$ cat config.mk
export PLATFORM = sky130hd
export DESIGN_NAME = epoch_seconds_to_calendar
export DESIGN_NICKNAME = d
export VERILOG_FILES = /design/src/hw/rtl/e2c_pkg.sv /design/src/hw/rtl/epoch_seconds_to_calendar.sv
export SDC_FILE = /design/constraint.sdc
export NUM_CORES = 1
export LEC_CHECK = 0
export BUFFER_PORTS_ARGS = -buffer_cell sky130_fd_sc_hd__buf_2
export CORE_MARGIN = 2
export CORE_UTILIZATION = 25
export DETAILED_ROUTE_END_ITERATION = 10
export HOLD_SLACK_MARGIN = 0.03
export PLACE_DENSITY_LB_ADDON = 0.1
export SYNTH_ARGS = -nofsm -noshare
export SYNTH_HDL_FRONTEND = slang
export SYNTH_SLANG_ARGS = --single-unit
$ cat constraint.sdc
create_clock -name i_clk -period 17.35 [get_ports i_clk]
set_clock_uncertainty 0.2 [all_clocks]
set_input_delay 1.735 -clock i_clk [delete_from_list [all_inputs] [get_ports i_clk]]
set_output_delay 1.735 -clock i_clk [all_outputs]
set_load 0.02 [all_outputs]
$ cat src/hw/rtl/e2c_pkg.sv
package e2c_pkg;

    // sequencer states, one-hot
    typedef enum logic [8:0] {
        S_IDLE = 9'b000000001,
        S_DDAY = 9'b000000010,
        S_DHR  = 9'b000000100,
        S_DMIN = 9'b000001000,
        S_CENT = 9'b000010000,
        S_LMOD = 9'b000100000,
        S_YEAR = 9'b001000000,
        S_MON  = 9'b010000000,
        S_DONE = 9'b100000000
    } t_state;

    localparam logic [17:0] DIV_DAY  = 18'd86400;
    localparam logic [17:0] DIV_HOUR = 18'd3600;
    localparam logic [17:0] DIV_MIN  = 18'd60;

    // reciprocals, rounded up; exact over the input ranges used below
    localparam logic [25:0] RECIP_DAY  = 26'd50903317;  // ceil(2^35 / 675)
    localparam logic [13:0] RECIP_HOUR = 14'd9321;      // ceil(2^21 / 225)
    localparam logic [10:0] RECIP_MIN  = 11'd1093;      // ceil(2^14 / 15)

    localparam logic [8:0]  DAYS_YEAR     = 9'd365;
    localparam logic [11:0] BASE_YEAR_RST = 12'd1970;
    localparam logic [11:0] YEAR_LAST     = 12'hFFF;

    localparam logic [3:0]  MONTH_JAN = 4'd1;
    localparam logic [3:0]  MONTH_FEB = 4'd2;
    localparam logic [3:0]  MONTH_DEC = 4'd12;

    localparam logic [4:0] MONTH_LEN [12] = '{
        5'd31, 5'd28, 5'd31, 5'd30, 5'd31, 5'd30,
        5'd31, 5'd31, 5'd30, 5'd31, 5'd30, 5'd31
    };

    // floor(s / 86400) as floor(floor(s / 128) / 675)
    function automatic logic [15:0] days_of(input logic [31:0] s);
        logic [50:0] prod;
        prod = 51'(s[31:7]) * 51'(RECIP_DAY);
        return prod[50:35];
    endfunction

    // floor(tod / 3600) as floor(floor(tod / 16) / 225), tod < 86400
    function automatic logic [4:0] hour_of(input logic [16:0] tod);
        logic [25:0] prod;
        prod = 26'(tod[16:4]) * 26'(RECIP_HOUR);
        return prod[25:21];
    endfunction

    // floor(r / 60) as floor(floor(r / 4) / 15), r < 3600
    function automatic logic [5:0] minute_of(input logic [11:0] r);
        logic [19:0] prod;
        prod = 20'(r[11:2]) * 20'(RECIP_MIN);
        return prod[19:14];
    endfunction

    // floor(y / 100) as floor((y >> 2) / 25); 1311 / 2^15 is exact enough for 10 bits
    function automatic logic [5:0] century_of(input logic [11:0] y);
        logic [20:0] prod;
        prod = 21'(y[11:2]) * 21'd1311;
        return prod[20:15];
    endfunction

    function automatic logic [4:0] month_len(input logic [3:0] m, input logic leap);
        logic [4:0] len;
        len = MONTH_LEN[m - 4'd1];
        if (m == MONTH_FEB && leap) begin
            len = len + 5'd1;
        end
        return len;
    endfunction

endpackage

$ cat src/hw/rtl/epoch_seconds_to_calendar.sv
// Seconds count to Gregorian date and time of day.
//
// Input channel: i_valid / o_stall carry one word, i_epoch_seconds, the
// number of seconds since 00:00:00 on 1 January of the base year. A word is
// taken when i_valid is high and o_stall is low; o_stall is high for the
// whole time a conversion runs.
// Output channel: o_valid / i_stall carry year, month, day, hour, minute
// and second. The result sits in an output register, so the next input word
// is taken while an earlier result still waits for the receiver.
// Base year: written by the user through i_cfg_wr_en / i_cfg_wr_data, only
// while idle, which the block itself does not enforce.
//
// Steps: day, hour and minute come from reciprocal multiplies, each as a quotient
// step then a remainder step (S_DDAY, S_DHR, S_DMIN); leap-year set-up in S_CENT
// then S_LMOD; one shared subtractor walks the years (up to 136 stepped over) in
// S_YEAR and the months in S_MON, and S_DONE loads the output. A new word is
// taken only once the last result has gone into the output register.
// Reset (i_rst_n low, synchronous) empties the output, returns to idle and
// sets the base year to 1970. While the receiver stalls a finished result,
// the sequencer holds in its last state until the output register frees.
module epoch_seconds_to_calendar (
    input  logic        i_clk,
    input  logic        i_rst_n,
    // configuration
    input  logic        i_cfg_wr_en,
    input  logic [11:0] i_cfg_wr_data,
    // input channel
    input  logic        i_valid,
    output logic        o_stall,
    input  logic [31:0] i_epoch_seconds,
    // output channel
    output logic        o_valid,
    input  logic        i_stall,
    output logic [11:0] o_year,
    output logic [3:0]  o_month,
    output logic [4:0]  o_day_of_month,
    output logic [4:0]  o_hour,
    output logic [5:0]  o_minute,
    output logic [5:0]  o_second
);

    // ---------------------------------------------------------------
    // registers
    // ---------------------------------------------------------------
    e2c_pkg::t_state r_state, n_state;
    logic        r_cnt,   n_cnt;      // division phase: quotient (1), then remainder (0)
    logic [31:0] r_num,   n_num;      // seconds count of the word in hand
    logic [16:0] r_rem,   n_rem;      // seconds left after the last quotient
    logic [15:0] r_days,  n_days;     // whole days left to place
    logic [4:0]  r_hour,  n_hour;
    logic [5:0]  r_min,   n_min;
    logic [5:0]  r_sec,   n_sec;
    logic [11:0] r_year,  n_year;
    logic [5:0]  r_cent,  n_cent;     // floor(year / 100)
    logic [6:0]  r_m100,  n_m100;     // year mod 100
    logic [8:0]  r_m400,  n_m400;     // year mod 400
    logic [3:0]  r_month, n_month;
    logic [11:0] r_base,  n_base;
    logic        r_o_valid, n_o_valid;
    logic        w_load;

    logic [11:0] r_o_year;
    logic [3:0]  r_o_month;
    logic [4:0]  r_o_day;
    logic [4:0]  r_o_hour;
    logic [5:0]  r_o_min;
    logic [5:0]  r_o_sec;

    // ---------------------------------------------------------------
    // shared subtract / compare unit
    // ---------------------------------------------------------------
    logic [15:0] w_a, w_b;
    logic [16:0] w_diff;
    logic        w_fits;     // a >= b
    logic        w_leap;
    logic [4:0]  w_mlen;

    // leap rule from the tracked residues: mod 4 is the low bits
    assign w_leap = (r_year[1:0] == 2'd0) && ((r_m100 != 7'd0) || (r_m400 == 9'd0));
    assign w_mlen = e2c_pkg::month_len(r_month, w_leap);

    always_comb begin
        case (r_state)
            e2c_pkg::S_YEAR: begin
                w_a = r_days;
                w_b = 16'(e2c_pkg::DAYS_YEAR) + 16'(w_leap);
            end
            e2c_pkg::S_MON: begin
                w_a = r_days;
                w_b = 16'(w_mlen);
            end
            default: begin
                w_a = '0;
                w_b = '0;
            end
        endcase
    end

    assign w_diff = {1'b0, w_a} - {1'b0, w_b};
    assign w_fits = ~w_diff[16];

    // ---------------------------------------------------------------
    // sequencer
    // ---------------------------------------------------------------
    assign w_load = (r_state == e2c_pkg::S_DONE) && (!r_o_valid || !i_stall);

    always_comb begin
        n_state   = r_state;
        n_cnt     = r_cnt;
        n_num     = r_num;
        n_rem     = r_rem;
        n_days    = r_days;
        n_hour    = r_hour;
        n_min     = r_min;
        n_sec     = r_sec;
        n_year    = r_year;
        n_cent    = r_cent;
        n_m100    = r_m100;
        n_m400    = r_m400;
        n_month   = r_month;
        n_base    = i_cfg_wr_en ? i_cfg_wr_data : r_base;
        n_o_valid = r_o_valid && i_stall;

        case (r_state)
            e2c_pkg::S_IDLE: begin
                if (i_valid) begin
                    n_num   = i_epoch_seconds;
                    n_cnt   = 1'b1;
                    n_year  = r_base;
                    n_state = e2c_pkg::S_DDAY;
                end
            end
            e2c_pkg::S_DDAY: begin
                if (r_cnt) begin
                    n_days = e2c_pkg::days_of(r_num);
                    n_cnt  = 1'b0;
                end else begin
                    // second of day, below 86400
                    n_rem   = 17'(r_num - 32'(r_days) * 32'(e2c_pkg::DIV_DAY));
                    n_cnt   = 1'b1;
                    n_state = e2c_pkg::S_DHR;
                end
            end
            e2c_pkg::S_DHR: begin
                if (r_cnt) begin
                    n_hour = e2c_pkg::hour_of(r_rem);
                    n_cnt  = 1'b0;
                end else begin
                    // second of hour, below 3600
                    n_rem   = r_rem - 17'(r_hour) * 17'(e2c_pkg::DIV_HOUR);
                    n_cnt   = 1'b1;
                    n_state = e2c_pkg::S_DMIN;
                end
            end
            e2c_pkg::S_DMIN: begin
                if (r_cnt) begin
                    n_min = e2c_pkg::minute_of(r_rem[11:0]);
                    n_cnt = 1'b0;
                end else begin
                    n_sec   = 6'(r_rem - 17'(r_min) * 17'(e2c_pkg::DIV_MIN));
                    n_state = e2c_pkg::S_CENT;
                end
            end
            e2c_pkg::S_CENT: begin
                n_cent  = e2c_pkg::century_of(r_year);
                n_state = e2c_pkg::S_LMOD;
            end
            e2c_pkg::S_LMOD: begin
                n_m100  = 7'(r_year - 12'(r_cent) * 12'd100);
                n_m400  = 9'(r_year - 12'(r_cent[5:2]) * 12'd400);
                n_state = e2c_pkg::S_YEAR;
            end
            e2c_pkg::S_YEAR: begin
                if (w_fits) begin
                    n_days = w_diff[15:0];
                    if (r_year == e2c_pkg::YEAR_LAST) begin
                        // counter wraps to year 0: residues restart too
                        n_year = '0;
                        n_m100 = '0;
                        n_m400 = '0;
                    end else begin
                        n_year = r_year + 12'd1;
                        n_m100 = (r_m100 == 7'd99)  ? 7'd0 : r_m100 + 7'd1;
                        n_m400 = (r_m400 == 9'd399) ? 9'd0 : r_m400 + 9'd1;
                    end
                end else begin
                    n_month = e2c_pkg::MONTH_JAN;
                    n_state = e2c_pkg::S_MON;
                end
            end
            e2c_pkg::S_MON: begin
                if (r_month == e2c_pkg::MONTH_DEC || !w_fits) begin
                    n_state = e2c_pkg::S_DONE;
                end else begin
                    n_days  = w_diff[15:0];
                    n_month = r_month + 4'd1;
                end
            end
            e2c_pkg::S_DONE: begin
                if (w_load) begin
                    n_o_valid = 1'b1;
                    n_state   = e2c_pkg::S_IDLE;
                end
            end
            default: begin
                n_state = e2c_pkg::S_IDLE;
            end
        endcase
    end

    // control
    always_ff @(posedge i_clk) begin
        if (!i_rst_n) begin
            r_state   <= e2c_pkg::S_IDLE;
            r_o_valid <= 1'b0;
            r_base    <= e2c_pkg::BASE_YEAR_RST;
        end else begin
            r_state   <= n_state;
            r_o_valid <= n_o_valid;
            r_base    <= n_base;
        end
    end

    // datapath, no reset
    always_ff @(posedge i_clk) begin
        r_cnt   <= n_cnt;
        r_num   <= n_num;
        r_rem   <= n_rem;
        r_days  <= n_days;
        r_hour  <= n_hour;
        r_min   <= n_min;
        r_sec   <= n_sec;
        r_year  <= n_year;
        r_cent  <= n_cent;
        r_m100  <= n_m100;
        r_m400  <= n_m400;
        r_month <= n_month;
        if (w_load) begin
            r_o_year  <= r_year;
            r_o_month <= r_month;
            r_o_day   <= r_days[4:0] + 5'd1;
            r_o_hour  <= r_hour;
            r_o_min   <= r_min;
            r_o_sec   <= r_sec;
        end
    end

    assign o_stall        = (r_state != e2c_pkg::S_IDLE);
    assign o_valid        = r_o_valid;
    assign o_year         = r_o_year;
    assign o_month        = r_o_month;
    assign o_day_of_month = r_o_day;
    assign o_hour         = r_o_hour;
    assign o_minute       = r_o_min;
    assign o_second       = r_o_sec;

    // ---------------------------------------------------------------
    // assertions
    // ---------------------------------------------------------------
    a_start: assert property (@(posedge i_clk) disable iff (!i_rst_n)
        (i_valid && !o_stall) |=> (r_state == e2c_pkg::S_DDAY))
        else $error("accepted word did not start the day division");

    a_month_range: assert property (@(posedge i_clk) disable iff (!i_rst_n)
        (r_state == e2c_pkg::S_MON) |-> (r_month >= 4'd1 && r_month <= e2c_pkg::MONTH_DEC))
        else $error("month walk out of range");

    a_residues: assert property (@(posedge i_clk) disable iff (!i_rst_n)
        (r_state == e2c_pkg::S_YEAR) |-> (r_m100 < 7'd100 && r_m400 < 9'd400))
        else $error("year residues out of range");

    a_rem_bound: assert property (@(posedge i_clk) disable iff (!i_rst_n)
        (r_state == e2c_pkg::S_DHR) |-> (r_rem < 17'd86400))
        else $error("second of day out of range");

    a_out_from_done: assert property (@(posedge i_clk) disable iff (!i_rst_n)
        $rose(o_valid) |-> ($past(r_state) == e2c_pkg::S_DONE))
        else $error("result raised outside the final state");

endmodule

-- Yosys cells after proc, flatten, opt, wreduce, memory -nomap -nowiden
Memory sizes are Yosys's and may differ from the RTL's.
Cells that the tools add are included.
- register bits after elaboration: 181
- memory bits (read-only): 80
- input bits: 49
- output and inout port bits: 40
- logic and storage cells: 144
- memories kept: 1
- $add $sub $neg: 14
- multiply operators: 9
- order comparisons: 1
- equality and inequality tests: 25
- mux-type cells: 40
- bitwise gates (word level): 2
- reductions and logical operators: 31
- memory list (name ; depth ; bits a word ; read ports ; clocked after memory_dff ; wr ports ; RTL line ; RTL):
    (no name shown) ; 16 ; 5 ; 1 ; 0 ; 0 ; e2c_pkg.sv:68 ; len = MONTH_LEN[m - 4'd1];
- operator list (operator ; number):
    $mux W9 ; 10
    $pmux W9 S9 ; 1
    $mux W16 ; 4
    $mul A25 B26 Y51 const B ; 1
    $pmux W16 S3 ; 1
    $mux W12 ; 3
    $mux W17 ; 2
    $pmux W17 S2 ; 1
    $sub A17 B17 Y17 ; 2
    $mul A13 B14 Y26 const B ; 1
    $pmux W12 S2 ; 1
    $mul A10 B11 Y21 const B ; 1
    $mux W7 ; 3
    $mul A10 B11 Y20 const B ; 1
    $ne A2 B2 Y1 const B ; 10
    $pmux W10 S2 ; 1
    $eq A9 B9 Y1 const B ; 2
    $pmux W9 S2 ; 1
    $sub A16 B16 Y17 ; 1
    $mul A16 B10 Y10 const B ; 1
    $mux W5 ; 3
    $pmux W7 S2 ; 1
    $mul A5 B8 Y13 const B ; 1
    $add A12 B1 Y12 const B ; 1
    45 further kinds ; 68

-- Longest topological paths before layout
- depth in word-level cells: 12
- depth in mapped cells: 26

-- Least setup slack after synthesis
OpenSTA, ideal clock, no wires.
- kind: reg-to-reg
- start: reg r_num[12]
- end: reg r_days[7] (data pin)
- data arrival time: 6079 ps
- required time: 16892 ps
- path slack: 10813 ps
- cell stages (with the launch flop): 22
- path buffers: 0
- cell sequence: edfxtp_1 fa_1 inv_1 fa_1 inv_1 ha_1 fa_1 inv_1 fa_1 fa_1 inv_1 fa_1 ha_1 a21o_1 a21o_1 a2111oi_0 o21ai_1 a311oi_2 o22ai_2 or3_1 a21oi_1 a21oi_1
- longest elaborated chain between the ends: 3
- RTL lines (element ; RTL line ; RTL):
    start, declared ; epoch_seconds_to_calendar.sv:47 ; logic [31:0] r_num, n_num;
    start signal, assigned ; epoch_seconds_to_calendar.sv:227 ; r_num <= n_num;
    $mul A25 B26 Y51 ; e2c_pkg.sv:41 ; prod = 51'(s[31:7]) * 51'(RECIP_DAY);
    $mux W16 ; epoch_seconds_to_calendar.sv:134 ; if (r_cnt) begin
    $pmux W16 S3 ; epoch_seconds_to_calendar.sv:124 ; case (r_state)
    net n_days[7] ; epoch_seconds_to_calendar.sv:49 ; logic [15:0] r_days, n_days;
    end signal, assigned ; epoch_seconds_to_calendar.sv:229 ; r_days <= n_days;
    end, declared ; epoch_seconds_to_calendar.sv:49 ;
The timed path passes the listed nets, and every way through them passes these cells. The select of a mux whose other input is x is not followed.
A chain may end at the register's enable or synchronous reset.

-- Worst setup path in the final report
- start: reg r_num[23]
- end: reg r_days[5] (data pin)
Same word-level chain as after synthesis.

==> flow_metrics.tcl <==
set metrics [dict create \
    status "finished clean" \
    cp_cell_sequence "ha_1 -> ha_1 -> inv_1 -> fa_1 -> fa_1 -> fa_1 -> inv_1 -> fa_1 -> inv_1 -> fa_1 -> inv_1 -> ha_1 -> nand4_1 -> nor3_1 -> o2111ai_1 -> a311oi_1 -> a311oi_2 -> o31ai_1 -> xor2_1 -> mux2_2" \
    netlist_area_um2 24900 \
    gr-total-overflow 0 \
    post-dp-hpwl_um 55200 \
    synth.avg_cell_area_um2 10.4 \
    area_growth_pct 10.8 \
    start_kind "flip-flop" \
    reg2reg_slack_ns 10.0 \
    cp_num_buf_inv 4 \
    synth_edf_count 159 \
    max_slew_margin 0.201 \
    gp_congestion 0.802 \
    coreArea_um2 98400 \
    r2r_end "r_days[5]" \
    postSynth.topFlopCell "edfxtp_1" \
    async_flop_share 0 \
    antenna_found_initial 1 \
    ff2ff_path_depth 20 \
    tightest_slew_ns 1.20 \
    drtIter0Drc 573 \
    grt_util_all_layers 0.132 \
    rsz0062_at_grt "false" \
    die_w_um 319 \
    cp-end-kind "flip-flop" \
    synth_seq_cells 181 \
    cp_top_family "adder cells" \
    grt_pass1_wl_um 103000 \
    clkTransAtPathRegs_ns 0.09 \
    ys_seq_area_frac 0.210 \
    cts.sinks 181 \
    postSynthCellCount 2401 \
    post_cts_resized 0 \
    netlist.area_leader.share 0.290 \
    clockBufferDepth 2 \
    cts_tree "built" \
    dieArea_um2 102000 \
    critical_path_required_ns 17.39 \
    htree_levels 4 \
    met3_length_um 1090 \
    nets 3383 \
    yosys_warnings 0 \
    setup_viol 0 \
    worstSkewPairLatency_ns 0.50 \
    path_class "flip-flop to flip-flop" \
    io_pins 89 \
    synth_cell_type_count 77 \
    critPathArrivalTime_ns 7.39 \
    reg2reg_from "r_num[23]" \
    tns_ns 0 \
    hp-class "flip-flop to flip-flop" \
    vias 16276 \
    drive_gt1_frac 0.0624 \
    routed_wl_um 65200 \
    drt-vias-per-instance 4.28 \
    drv_cap 0 \
    numPortBuffers 88 \
    dr.pass1.iters 5 \
    ys_top_cells_by_area "ha_1 (29%), fa_1 (21%), edfxtp_1 (19%), inv_1 (8.6%), xnor2_1 (2.7%)" \
    grt_max_degree 39 \
    die_h_um 319 \
    start_util 0.253 \
    slowest_delay_ns 0.73 \
    final_antenna_net_count 0 \
    met1Wirelength_um 31000 \
    cp_max_fo 8 \
    max_freq_mhz 136 \
    maxSlewViolCount 0 \
    endpoint "r_days[5]" \
    cts_buffers 17 \
    rows 115 \
    path_common_cell "fa_1" \
    holdBufCountCts 0 \
    post-synth-top-area-cell "ha_1" \
    grt_pass1_vias 17511 \
    yosys-top-cells-count "ha_1 (576), inv_1 (570), fa_1 (256), edfxtp_1 (159), nand2_1 (100)" \
    finalCriticalPeriod_ns 7.35 \
    drc 0 \
    top_layer "met4" \
    post_drt_wl_per_cell_um 17.1 \
    cts-root-buf "clkbuf_16" \
    post_cts_buffers 0 \
    synth.most_common_cell "ha_1" \
    hold_viol 0 \
    finalCritPeriodShare 0.424 \
    synth_nets 3282 \
    startpoint "r_num[23]" \
    met2WireLength_um 32200 \
    path_depth 20 \
    critPathSlowestCell "edfxtp_1" \
]
state kept, by name, indices dropped and copies added, names as in the netlist, 6 cells and up:
signal,cells
o_minute,6
o_second,6
o_year,12
r_base,12
r_cent,6
r_days,16
r_m100,7
r_m400,9
r_min,6
r_num,32
r_rem,17
r_sec,6
r_state,9
r_year,12
area by class of cell:
| type | instances | area [µm²] |
|---|---|---|
| inverters | 570 | 2140 |
| clock inverters | 15 | 193 |
| repair buffers | 101 | 538 |
| multi-input cells | 1631 | 17400 |
| clock buffers | 17 | 425 |
| fillers | 10459 | 70900 |
| flip-flops and latches | 181 | 5220 |
| well taps | 1287 | 1610 |
| diodes | 2 | 5.00 |
cells by family after synthesis:
family	count (synthesis)	synth area share
AO/OA/AOI/OAI	331	0.0850
AND/OR/NAND/NOR	314	0.0635
flip-flops	181	0.210
adder cells (fa/ha/maj)	832	0.496
XOR/XNOR	128	0.0451
multiplexers	26	0.0105
buffers and inverters	589	0.0898
worst reg2reg max path: cells and delay by family (launching register included):
kind                       cells  cell delay, ns
DFF                            1            0.73
adders and majority gates      8            3.65
AOI/OAI and AO/OA              4            1.27
xor gates and xnor gates       1            0.10
and+or+nand+nor                2            0.58
buffers and inverters          4            0.30
muxes                          1            0.26
how the worst min path moves through the flow:
| stage | endpoint | slack [ns] | depth (start not counted) | start |
|---|---|---|---|---|
| 6_report | o_second[2] | 0.22 | 0 | r_sec[2] |
| 4_1_cts | o_second[2] | 0.23 | 0 | r_sec[2] |
| 3_3_place_gp | o_second[3] | 0.21 | 0 | r_sec[3] |
| 5_1_grt | o_minute[5] | 0.23 | 0 | r_min[5] |
| 2_1_floorplan | o_minute[4] | 0.20 | 0 | r_min[4] |
| 3_5_place_dp | o_second[2] | 0.20 | 0 | r_sec[2] |
metal layers:
metal	global-route usage	vias to the layer above
met5	0	-
met4	0.0276	0
met3	0.0164	44
met2	0.233	123
met1	0.173	7933
li1	-	8176
layout by cell type (no fill, tap or decap), types with 15 or more instances in the layout:
cell type and count:
fa_1 256, mux2i_1 25, o22ai_1 15, and2_1 18
nor2_1 56, nor3_1 15, o21ai_0 76, inv_1 569
clkbuf_16 17, ha_1 576, a21oi_1 88, and3_1 15
a21o_1 43, buf_2 88, dfxtp_1 22, nand3_1 33
nand2_1 100, edfxtp_1 159, nor2b_1 18, xnor2_1 76
xor2_1 52
stage by stage:
stage          utilization  hold slack [ns]  std cells  setup WS, ns  area [µm²]
3_3_place_gp         0.274            0.206       3770          9.94       26900
6_report             0.280            0.223       3804          10.0       27500
4_1_cts              0.280            0.226       3802          9.85       27500
2_1_floorplan            -            0.200       2401         10.81       24900
3_5_place_dp         0.274            0.205       3770          9.86       26900
5_1_grt              0.280            0.230       3802          9.62       27500
Power is left out: the tool's default activity adds up to more than one toggle a clock period on the data nets, which glitch-free logic cannot reach.
